<file path="config.mk">
export PLATFORM = sky130hd
export DESIGN_NAME = fmrq_ctrl
export DESIGN_NICKNAME = d
export VERILOG_FILES = /design/src/sv/fmrq_pkg.sv /design/src/sv/fmrq_ctrl.sv
export SDC_FILE = /design/constraint.sdc
export NUM_CORES = 1
export LEC_CHECK = 0
export ABC_CLOCK_PERIOD_IN_PS = 1900
export BUFFER_PORTS_ARGS = -buffer_cell sky130_fd_sc_hd__buf_2
export CAP_MARGIN = 10
export CORE_ASPECT_RATIO = 0.7
export CORE_MARGIN = 10
export CORE_UTILIZATION = 30
export DETAILED_ROUTE_END_ITERATION = 7
export PLACE_DENSITY = 0.61
export SLEW_MARGIN = 20
export SYNTH_ARGS = -nofsm -noshare
export SYNTH_HDL_FRONTEND = slang
export SYNTH_SLANG_ARGS = --single-unit
</file>
<file path="constraint.sdc">
create_clock -name clk -period 1.9 [get_ports clk]
set_clock_uncertainty 0.1 [all_clocks]
set_input_delay 0.095 -clock clk [delete_from_list [all_inputs] [get_ports clk]]
set_output_delay 0.095 -clock clk [all_outputs]
set_load 0.02 [all_outputs]
</file>
<file path="src/sv/fmrq_pkg.sv">
// Shared types and constants for the framed message ring queue.
`timescale 1ns / 1ps

package fmrq_pkg;

	// Item field widths
	localparam int FUNC_W   = 2;
	localparam int WORD_W   = 16;
	localparam int BYTE_W   = 8;
	localparam int STATUS_W = 3;
	localparam int FREE_W   = 11;

	// Bytes in a stored message header, and the width of the sequence counter
	localparam int HDR_BYTES = 4;
	localparam int CNT_W     = 3;

	// Function codes
	localparam logic [FUNC_W-1:0] FN_PUSH_BEGIN = 2'd0;
	localparam logic [FUNC_W-1:0] FN_PUSH_BYTE  = 2'd1;
	localparam logic [FUNC_W-1:0] FN_POP_BYTE   = 2'd2;
	localparam logic [FUNC_W-1:0] FN_DROP       = 2'd3;

	// Status codes
	localparam logic [STATUS_W-1:0] ST_OK        = 3'd0;
	localparam logic [STATUS_W-1:0] ST_TOO_BIG   = 3'd1;
	localparam logic [STATUS_W-1:0] ST_NO_MSG    = 3'd2;
	localparam logic [STATUS_W-1:0] ST_PUSH_OPEN = 3'd3;
	localparam logic [STATUS_W-1:0] ST_NO_PUSH   = 3'd4;

	// Commands from the controller to the datapath
	typedef struct packed {
		logic                accept;
		logic                set_status;
		logic [STATUS_W-1:0] status;
		logic                head_direct;
		logic                open_push;
		logic                wr_hdr;
		logic [1:0]          sel;
		logic                wr_data;
		logic                rd_issue;
		logic                off_inc;
		logic                cap_byte;
		logic                drop_calc;
		logic                drop_apply;
		logic                next;
		logic                clear;
		logic                hdr_cap;
		logic                hdr_load;
	} dp_cmd_t;

	// Status flags from the datapath to the controller
	typedef struct packed {
		logic [FUNC_W-1:0] func;
		logic              push_open;
		logic              head_valid;
		logic              too_big;
		logic              queue_empty;
		logic              off_lt_size;
		logic              fill_lt_hdr;
	} dp_stat_t;

endpackage

</file>
<file path="src/sv/fmrq_ctrl.sv">
// Controller state machine that sequences each queue operation.
`timescale 1ns / 1ps

module fmrq_ctrl import fmrq_pkg::*; (
	input  logic     clk,
	input  logic     arst_n,
	input  logic     start,
	input  dp_stat_t stat,
	output logic     busy,
	output logic     done,
	output dp_cmd_t  cmd
);

	localparam logic [2:0] S_IDLE    = 3'd0;
	localparam logic [2:0] S_EVAL    = 3'd1;
	localparam logic [2:0] S_WRHDR   = 3'd2;
	localparam logic [2:0] S_POPWAIT = 3'd3;
	localparam logic [2:0] S_DROP    = 3'd4;
	localparam logic [2:0] S_NEXT    = 3'd5;
	localparam logic [2:0] S_HDR     = 3'd6;

	localparam logic [CNT_W-1:0] CNT_HDR_LAST = CNT_W'(HDR_BYTES - 1);
	localparam logic [CNT_W-1:0] CNT_HDR_END  = CNT_W'(HDR_BYTES);

	logic [2:0]       state_q, state_d;
	logic [CNT_W-1:0] cnt_q, cnt_d;
	logic             done_q;
	logic             fin;

	// Next state and command decode
	always_comb begin
		cmd     = '0;
		state_d = state_q;
		cnt_d   = cnt_q;
		fin     = 1'b0;
		case (state_q)
			S_IDLE: begin
				if (start) begin
					cmd.accept = 1'b1;
					state_d    = S_EVAL;
				end
			end
			S_EVAL: begin
				case (stat.func)
					FN_PUSH_BEGIN: begin
						if (stat.push_open) begin
							cmd.set_status = 1'b1;
							cmd.status     = ST_PUSH_OPEN;
							fin            = 1'b1;
						end else if (stat.too_big) begin
							cmd.set_status = 1'b1;
							cmd.status     = ST_TOO_BIG;
							fin            = 1'b1;
						end else if (stat.queue_empty) begin
							cmd.head_direct = 1'b1;
							cmd.open_push   = 1'b1;
							fin             = 1'b1;
						end else begin
							state_d = S_WRHDR;
							cnt_d   = '0;
						end
					end
					FN_PUSH_BYTE: begin
						if (!stat.push_open) begin
							cmd.set_status = 1'b1;
							cmd.status     = ST_NO_PUSH;
						end else begin
							cmd.wr_data = 1'b1;
						end
						fin = 1'b1;
					end
					default: begin
						if (stat.push_open) begin
							cmd.set_status = 1'b1;
							cmd.status     = ST_PUSH_OPEN;
							fin            = 1'b1;
						end else if (!stat.head_valid) begin
							cmd.set_status = 1'b1;
							cmd.status     = ST_NO_MSG;
							fin            = 1'b1;
						end else if (stat.func == FN_POP_BYTE) begin
							if (stat.off_lt_size) begin
								cmd.rd_issue = 1'b1;
								cmd.off_inc  = 1'b1;
								state_d      = S_POPWAIT;
							end else begin
								state_d = S_NEXT;
							end
						end else begin
							cmd.drop_calc = 1'b1;
							state_d       = S_DROP;
						end
					end
				endcase
			end
			S_WRHDR: begin
				cmd.wr_hdr = 1'b1;
				cmd.sel    = cnt_q[1:0];
				if (cnt_q == CNT_HDR_LAST) begin
					cmd.open_push = 1'b1;
					fin           = 1'b1;
				end else begin
					cnt_d = cnt_q + CNT_W'(1);
				end
			end
			S_POPWAIT: begin
				cmd.cap_byte = 1'b1;
				if (!stat.off_lt_size) begin
					state_d = S_NEXT;
				end else begin
					fin = 1'b1;
				end
			end
			S_DROP: begin
				cmd.drop_apply = 1'b1;
				state_d        = S_NEXT;
			end
			S_NEXT: begin
				cmd.next = 1'b1;
				if (stat.fill_lt_hdr) begin
					cmd.clear = 1'b1;
					fin       = 1'b1;
				end else begin
					state_d = S_HDR;
					cnt_d   = '0;
				end
			end
			S_HDR: begin
				// Reads issue in the first four steps; each byte is captured from the read register, the last at the load
				if (cnt_q < CNT_HDR_END) begin
					cmd.rd_issue = 1'b1;
				end
				if (cnt_q != '0 && cnt_q < CNT_HDR_END) begin
					cmd.hdr_cap = 1'b1;
				end
				if (cnt_q == CNT_HDR_END) begin
					cmd.hdr_load = 1'b1;
					fin          = 1'b1;
				end else begin
					cnt_d = cnt_q + CNT_W'(1);
				end
			end
			default: begin
				state_d = S_IDLE;
			end
		endcase
		if (fin) begin
			state_d = S_IDLE;
		end
	end

	// State registers
	always_ff @(posedge clk or negedge arst_n) begin
		if (!arst_n) begin
			state_q <= S_IDLE;
			cnt_q   <= '0;
			done_q  <= 1'b0;
		end else begin
			state_q <= state_d;
			cnt_q   <= cnt_d;
			done_q  <= fin;
		end
	end

	assign busy = (state_q != S_IDLE);
	assign done = done_q;

endmodule

</file>
==> metrics.md, run 1 <==
| Metric | Value |
|---|---|
| Layout cells sized above 1 | 36.1% |
| Crit Path Max Fanout | 18 |
| Leak pwr | 0.000496 uW |
| Dpl cells | 158 |
| Htree depth | 1 |
| Core Area | 2190 um2 |
| Syn_area_per_cell | 7.21 um2 |
| Util after Layout | 44.1% |
| Max Fclk | 563 MHz |
| Final setup viols | 0 |
| Register area share after synthesis | 24.8% |
| Final Non-Filler Cells | 165 |
| Crit path kind | flip-flop to output pin |
| Die span in x | 78.0 um |
| Slew @ Worst Pin | 0.408 ns |
| TritonRoute pass-1 iters | 4 |
| Synthesized area | 707 um2 |
| Smallest hold slack | 0.00933 ns |
| Cell row count | 14 |
| Startpoint types | flip-flop |
| Peak supply drop | 0.335 mV |
| Final wirelength | 2310 um |
| FF+latch area | 179 um2 |
| Yosys warns | 0 |
| Slowest stage delay, CP | 0.52 ns |
| Overflow left after global routing | 0 |
| Critical path cell sequence | nor2_2 > nand2_1 > a2111oi_1 > buf_2 |
| Tmin final | 1.78 ns |
| Final Max Slew Viols | 0 |
| CP Buf/Inv Count | 1 |
| Vias in the first global route | 833 |
| CP arrival | 1.58 ns |
| Post-detail-place hpwl | 1870 um |
| DRC | 0 |
| Yosys cell types | 36 |
| CTS root buffer | clkbuf_4 |
| Post-route cell area | 966 um2 |
| Post-Synthesis Cells | 98 |
| Max cap viols | 0 |
| Nets | 148 |
| Critical path's slowest cell | dfrtp_2 |
| Clock buffer depth | 2 |
| Vias per inst | 5.05 |
| Status | finished, final reports clean |
| Hold violation total from the final report | 0 |
| Gr usage total | 10.0% |
| Antenna Cells | 0 |
| Hold Crit Class | input pin to flip-flop |
| Fillers | 243 |
| Boundary pin count | 33 |
| DRT iter0 DRCs | 75 |
| FF+latch count, synth | 7 |
| Placed Area | 903 um2 |
| Post-DRT Antenna Nets | 0 |
| TritonCTS Buffers | 3 |
| CTS tree | yes |
| Worst skew pair latency | 0.26 ns |
| Routed wire per std cell | 14.0 um |
| Worst rel slew slack | 72.5% |
| Number of port buffers | 32 |
| Fin crit share | 93.5% |
| Power Density | 1270 nW/um2 |
| Mapped Nets | 112 |
| First-pass GRT wire length | 3910 um |
| CP Data Required Time | 1.70 ns |
| Routed vias | 833 |
| Area Growth Syn to Fin | 36.6% |
| Sink Count | 7 |
| Die Ht | 60.6 um |
| Largest net degree at the start of global routing | 19 |
| Worst-path clk slew | 0.06 ns |
| Crit path capture type | output pin |
| Die area | 4730 um2 |
| Initial Utilization | 32.3% |
| Crit-path leading delay family | flip-flops |
| RD Place Congestion | 0.831 |
| Initial antenna violation count | 0 |
| Multi-input logic area | 483 um2 |
registers in the layout, summed over array words and instances, names as in the netlist:
signal and cells:
state_q 3, cnt_q 3, done 1
where the power goes:
part           switching, uW  internal (uW)
registers                109            216
logic                    448            310
clock network           64.1           80.7
cells in the final DEF, fill, tap and decap left out, types with 2 or more instances in the layout:
cell / synthesis / routed
nand2_1: 9 / 9
a21o_1: 2 / 2
ha_1: 3 / 3
nand3_1: 3 / 3
and3_1: 3 / 3
nor2_1: 11 / 10
a21oi_1: 7 / 7
dfrtp_2: 0 / 3
buf_2: 1 / 32
dfrtp_1: 7 / 4
clkbuf_4: 0 / 3
inv_1: 8 / 8
nor3_1: 7 / 6
o21ai_0: 3 / 3
nor2b_1: 3 / 3
buf_4: 0 / 5
nand2b_1: 4 / 4
cell usage after synthesis:
cell       instances  share of area [%]
o32a_1             1                1.4
a2bb2oi_1          1                1.2
o221ai_2           1                2.1
a22o_1             1                1.2
nand2_1            9                4.8
and4_1             1                1.2
nor4_1             1               0.89
buf_2              1               0.71
nor2_1            11                5.8
a21oi_2            1                1.2
o21bai_1           1                1.1
and2_1             1               0.89
nand3_1            3                2.1
nor2b_1            3                2.7
a21oi_1            7                5.0
nor3_1             7                5.0
a21o_1             2                2.1
and3_1             3                2.7
or4_1              1                1.1
nor4b_1            1                1.2
nand2b_1           4                3.5
a2111oi_0          1                1.2
a211oi_1           1                1.1
o21ai_0            3                2.1
o22ai_1            1               0.89
o311ai_0           1                1.2
a311oi_2           1                2.1
o2bb2ai_1          1                1.2
nor4bb_1           1                1.4
ha_1               3                5.3
nor3b_1            1                1.1
dfrtp_1            7                 25
o31ai_1            1                1.1
o21a_1             1                1.1
inv_1              8                4.2
clkbuf_1           6                3.2
area by class of cell:
type | instances | share of cell area (%)
multi-input combinational | 76 | 50.0
timing repair buffer | 38 | 21.5
sequential | 7 | 18.5
tap | 32 | 4.15
inverter | 8 | 3.11
clock buffer | 4 | 2.72
layer usage:
layer / track usage [%] / share of wire [%] / vias to the layer above
met3: 2.80 / 4.9 / 4
met4: 4.83 / 1.6 / 0
met5: 0 / 0 / -
li1: - / - / 418
met2: 16.6 / 47 / 23
met1: 11.9 / 46 / 388
kinds of logic (layout without fill, tap and decap cells):
group                      Yosys count  in the layout  share of synthesized area (%)
buffers and inverters               15             50                           8.14
adders and majority gates            3              3                           5.31
DFF                                  7              7                           24.8
AOI/OAI and AO/OA                   26             26                           27.4
and+or+nand+nor                     47             47                           34.3
worst register-to-register path, stage by stage (launching register included):
cell and delay (ns):
dfrtp_2 0.50, nor2b_1 0.20, a2bb2oi_1 0.36, o221ai_2 0.20
a311oi_2 0.23
per-stage QoR:
step | setup TNS, ns | total power (uW) | setup WS (ns)
floorplan | 0 | 822 | 0.134
global placement | 0 | 1030 | 0.216
detailed placement | 0 | 1040 | 0.162
CTS | 0 | 1200 | 0.0200
global route | -0.0278 | 1350 | -0.0278
finish | 0 | 1230 | 0.123
path summary, 6_finish.rpt:
path                                         from                     end  slack [ns]  cells past startpoint
setup / recovery           state_q[1]$_DFFE_PN0P_                 cmd[18]        0.12                      4
hold / removal                              start  state_q[0]$_DFFE_PN0P_       0.009                      3
setup reg to reg           state_q[2]$_DFFE_PN0P_  state_q[1]$_DFFE_PN0P_        0.22                      4
hold reg to reg              cnt_q[1]$_DFFE_PN0P_    cnt_q[1]$_DFFE_PN0P_        0.44                      1
max in group asynchronous                  arst_n  state_q[2]$_DFFE_PN0P_        1.43                      2
min in group asynchronous                  arst_n    cnt_q[0]$_DFFE_PN0P_        0.09                      2
repair_timing:
item | 4_1_cts | 5_1_grt
gates resized for setup | 3 | 2
hold buffers | 1 | 0
setup buffers | 0 | 2
hold endpoints to repair | 7 | 0
endpoints found under the setup margin | 3 | 4
gates cloned | 0 | 0
Power figures use the tool's default switching activity.
==> inputs of run 2 (changes only) <==
--- a/config.mk
+++ b/config.mk
@@ -5,6 +5,7 @@
 export SDC_FILE = /design/constraint.sdc
 export NUM_CORES = 1
 export LEC_CHECK = 0
+export ABC_AREA = 1
 export ABC_CLOCK_PERIOD_IN_PS = 1900
 export BUFFER_PORTS_ARGS = -buffer_cell sky130_fd_sc_hd__buf_2
 export CAP_MARGIN = 10
@@ -12,7 +13,7 @@
 export CORE_MARGIN = 10
 export CORE_UTILIZATION = 30
 export DETAILED_ROUTE_END_ITERATION = 7
-export PLACE_DENSITY = 0.61
+export PLACE_DENSITY = 0.6
 export SLEW_MARGIN = 20
 export SYNTH_ARGS = -nofsm -noshare
 export SYNTH_HDL_FRONTEND = slang
==> run 2 against run 1 <==
Sequential cell count unchanged. Critical path depth is the same. Largest power group unchanged. Non-clock buffer count decreased by 5. Setup slack better by 0.040 ns.
==> metrics.md, run 2 <==
| Metric | Value |
|---|---|
| Initial Utilization | 30.9% (was 32.3%) |
| Sink Count | 7 (unchanged) |
| Worst-path clk slew | 0.05 ns (was 0.06 ns) |
| Leak pwr | 0.000567 uW (was 0.000496 uW) |
| Nets | 164 (was 148) |
| Synthesized area | 754 um2 (was 707 um2) |
| Max cap viols | 0 (unchanged) |
| Area Growth Syn to Fin | 29.5% (was 36.6%) |
| Max Fclk | 576 MHz (was 563 MHz) |
| Syn_area_per_cell | 6.62 um2 (was 7.21 um2) |
| Status | finished, final reports clean (unchanged) |
| Initial antenna violation count | 0 (unchanged) |
| Die span in x | 79.9 um (was 78.0 um) |
| TritonRoute pass-1 iters | 5 (was 4) |
| Routed wire per std cell | 12.0 um (was 14.0 um) |
| Core Area | 2440 um2 (was 2190 um2) |
| Final setup viols | 0 (unchanged) |
| Final wirelength | 2190 um (was 2310 um) |
| Tmin final | 1.74 ns (was 1.78 ns) |
| Fin crit share | 91.4% (was 93.5%) |
| Fillers | 267 (was 243) |
| Hold Crit Class | input pin to asynchronous set/reset pin (was input pin to flip-flop) |
| Crit path capture type | output pin (unchanged) |
| Post-synth EDFFs | 0 (unchanged) |
| DRC | 0 (unchanged) |
| Antenna Cells | 0 (unchanged) |
| Startpoint types | flip-flop (unchanged) |
| Power Density | 1270 nW/um2 (about the same) |
| Number of port buffers | 32 (unchanged) |
| CTS tree | yes (unchanged) |
| Crit Path Max Fanout | 8 (was 18) |
| Smallest hold slack | 0.106 ns (was 0.00933 ns) |
| Layout cells sized above 1 | 37.6% (was 36.1%) |
| Largest net degree at the start of global routing | 9 (was 19) |
| CTS root buffer | clkbuf_4 (unchanged) |
| Most common cell in the synthesized netlist | nand2_1 (was nor2_1) |
| Slew @ Worst Pin | 0.465 ns (was 0.408 ns) |
| Cell row count | 15 (was 14) |
| Worst skew pair latency | 0.24 ns (was 0.26 ns) |
| Clock buffer depth | 2 (unchanged) |
| FF+latch count, synth | 7 (unchanged) |
| Boundary pin count | 33 (unchanged) |
| CP Data Required Time | 1.70 ns (about the same) |
| Die area | 4950 um2 (was 4730 um2) |
| Post-DRT Antenna Nets | 0 (unchanged) |
| Hold violation total from the final report | 0 (unchanged) |
| Gr usage total | 8.75% (was 10.0%) |
| Crit path from | state_q[2]$_DFFE_PN0P_ (was state_q[1]$_DFFE_PN0P_) |
| Htree depth | 1 (unchanged) |
| Yosys warns | 0 (unchanged) |
| Async SR Flop Fraction | 100% (unchanged) |
| Commonest cells after routing, fill and taps aside | 32 x buf_2, 26 x nand2_1, 16 x nor2_1 (was 32 x buf_2, 10 x nor2_1, 9 x nand2_1) |
| Commonest non-fill, non-tap cell in the layout | buf_2 (unchanged) |
| Register area share after synthesis | 23.2% (was 24.8%) |
| Origin of the critical flop-to-flop path | state_q[2]$_DFFE_PN0P_ (unchanged) |
| CP arrival | 1.54 ns (was 1.58 ns) |
| RD Place Congestion | 0.873 (was 0.831) |
| Yosys cell types | 24 (was 36) |
| Peak supply drop | 0.675 mV (was 0.335 mV) |
| DRT iter0 DRCs | 41 (was 75) |
| Die Ht | 62.0 um (was 60.6 um) |
| Most used DFF post-synth | dfrtp_1 (unchanged) |
| Mapped Nets | 128 (was 112) |
| TritonCTS Buffers | 3 (unchanged) |
| Post-synth top area cell | dfrtp_1 (unchanged) |
| Top cells by count, synth | 26 x nand2_1, 16 x nor2_1, 15 x inv_1, 7 x dfrtp_1 (was 11 x nor2_1, 9 x nand2_1, 8 x inv_1) |
| Overflow left after global routing | 0 (unchanged) |
| Largest cells by area after synthesis | dfrtp_1 23%, nand2_1 13%, nor2_1 8.0%, inv_1 7.5%, ha_1 5.0% (was dfrtp_1 25%, nor2_1 5.8%, ha_1 5.3%, a21oi_1 5.0%, nor3_1 5.0%) |
| Setup TNS | 0 ns (unchanged) |
| Post-synth top area share | 23.2% (was 24.8%) |
| Vias in the first global route | 823 (was 833) |
| Crit path kind | flip-flop to output pin (unchanged) |
| Post-detail-place hpwl | 1940 um (was 1870 um) |
| Post-Synthesis Cells | 114 (was 98) |
| Vias per inst | 4.66 (was 5.05) |
| Final Max Slew Viols | 0 (unchanged) |
| Unrepaired setup endpoints after global routing | no |
| Routed vias | 853 (was 833) |
| First-pass GRT wire length | 3560 um (was 3910 um) |
| Worst rel slew slack | 69.0% (was 72.5%) |
run 2: area by class of cell:
class                   count  area [um2]  area share [%]
flip-flops and latches      7         176            18.1
multi-input cells          87         494            50.6
clock buffers               4        26.3            2.69
inverters                  18        67.6            6.91
repair buffers             33         170            17.4
well taps                  34        42.5            4.35
run 2: repair_timing:
item / CTS / global route
resized for setup: 0 / 3
hold endpoints to repair: 7 / 0
setup endpoints to repair: 0 / 6
hold buffers: 1 / 0
buffers inserted: 0 / 0
run 2: logic make-up (layout without fill, tap and decap cells):
kind of cell / Yosys count / after routing / share of synthesized area (%)
adders and majority gates: 3 / 3 / 4.98
DFF: 7 / 7 / 23.2
AOI/OAI and AO/OA: 14 / 14 / 11.3
buffers and inverters: 20 / 55 / 11.9
and+or+nand+nor: 70 / 70 / 48.6
run 2: path summary, 6_finish.rpt:
path	end	slack, ns	cells past startpoint
setup reg to reg	cnt_q[2]$_DFFE_PN0P_	0.35	7
hold reg to reg	cnt_q[1]$_DFFE_PN0P_	0.41	2
hold / removal	cnt_q[2]$_DFFE_PN0P_	0.11	2
max in group asynchronous	state_q[1]$_DFFE_PN0P_	1.43	2
min in group clk	state_q[0]$_DFFE_PN0P_	0.19	4
setup / recovery	cmd[16]	0.16	4
run 2: per-layer routing:
layer  global-route usage (%)  part of all wire (%)  routed length (um)  up-vias
li1                         -                     -                   -      436
met1                     11.1                    47                1030      381
met2                     14.5                    45                 991       36
met3                     2.73                   7.8                 172        0
met4                     1.50                     0                   0        0
met5                        0                     0                   0        -
run 2: stage by stage:
stage / setup WS, ns / cell area (um2) / utilization [%] / std cells / total power (uW)
final: 0.163 / 977 / 40.1 / 183 / 1240
after global routing: 0.0526 / 977 / 40.1 / 183 / 1360
after CTS: 0.0720 / 971 / 39.8 / 183 / 1240
after detailed placement: 0.292 / 935 / 38.3 / 178 / 1100
after global placement: 0.331 / 935 / 38.3 / 178 / 1090
after floorplan: 0.242 / 754 / - / 114 / 926
run 2: power breakdown:
part / switching (uW) / total, uW / internal, uW
registers: 106 / 314 / 207
clock network: 51.0 / 131 / 79.9
logic: 532 / 794 / 262
total: 689 / 1240 / 549
run 2: critical path, cell delays in order, from the launching register on:
cell and delay [ns]:
dfrtp_1 0.54, inv_2 0.22, nand2_4 0.10, nor4_1 0.22, buf_2 0.21
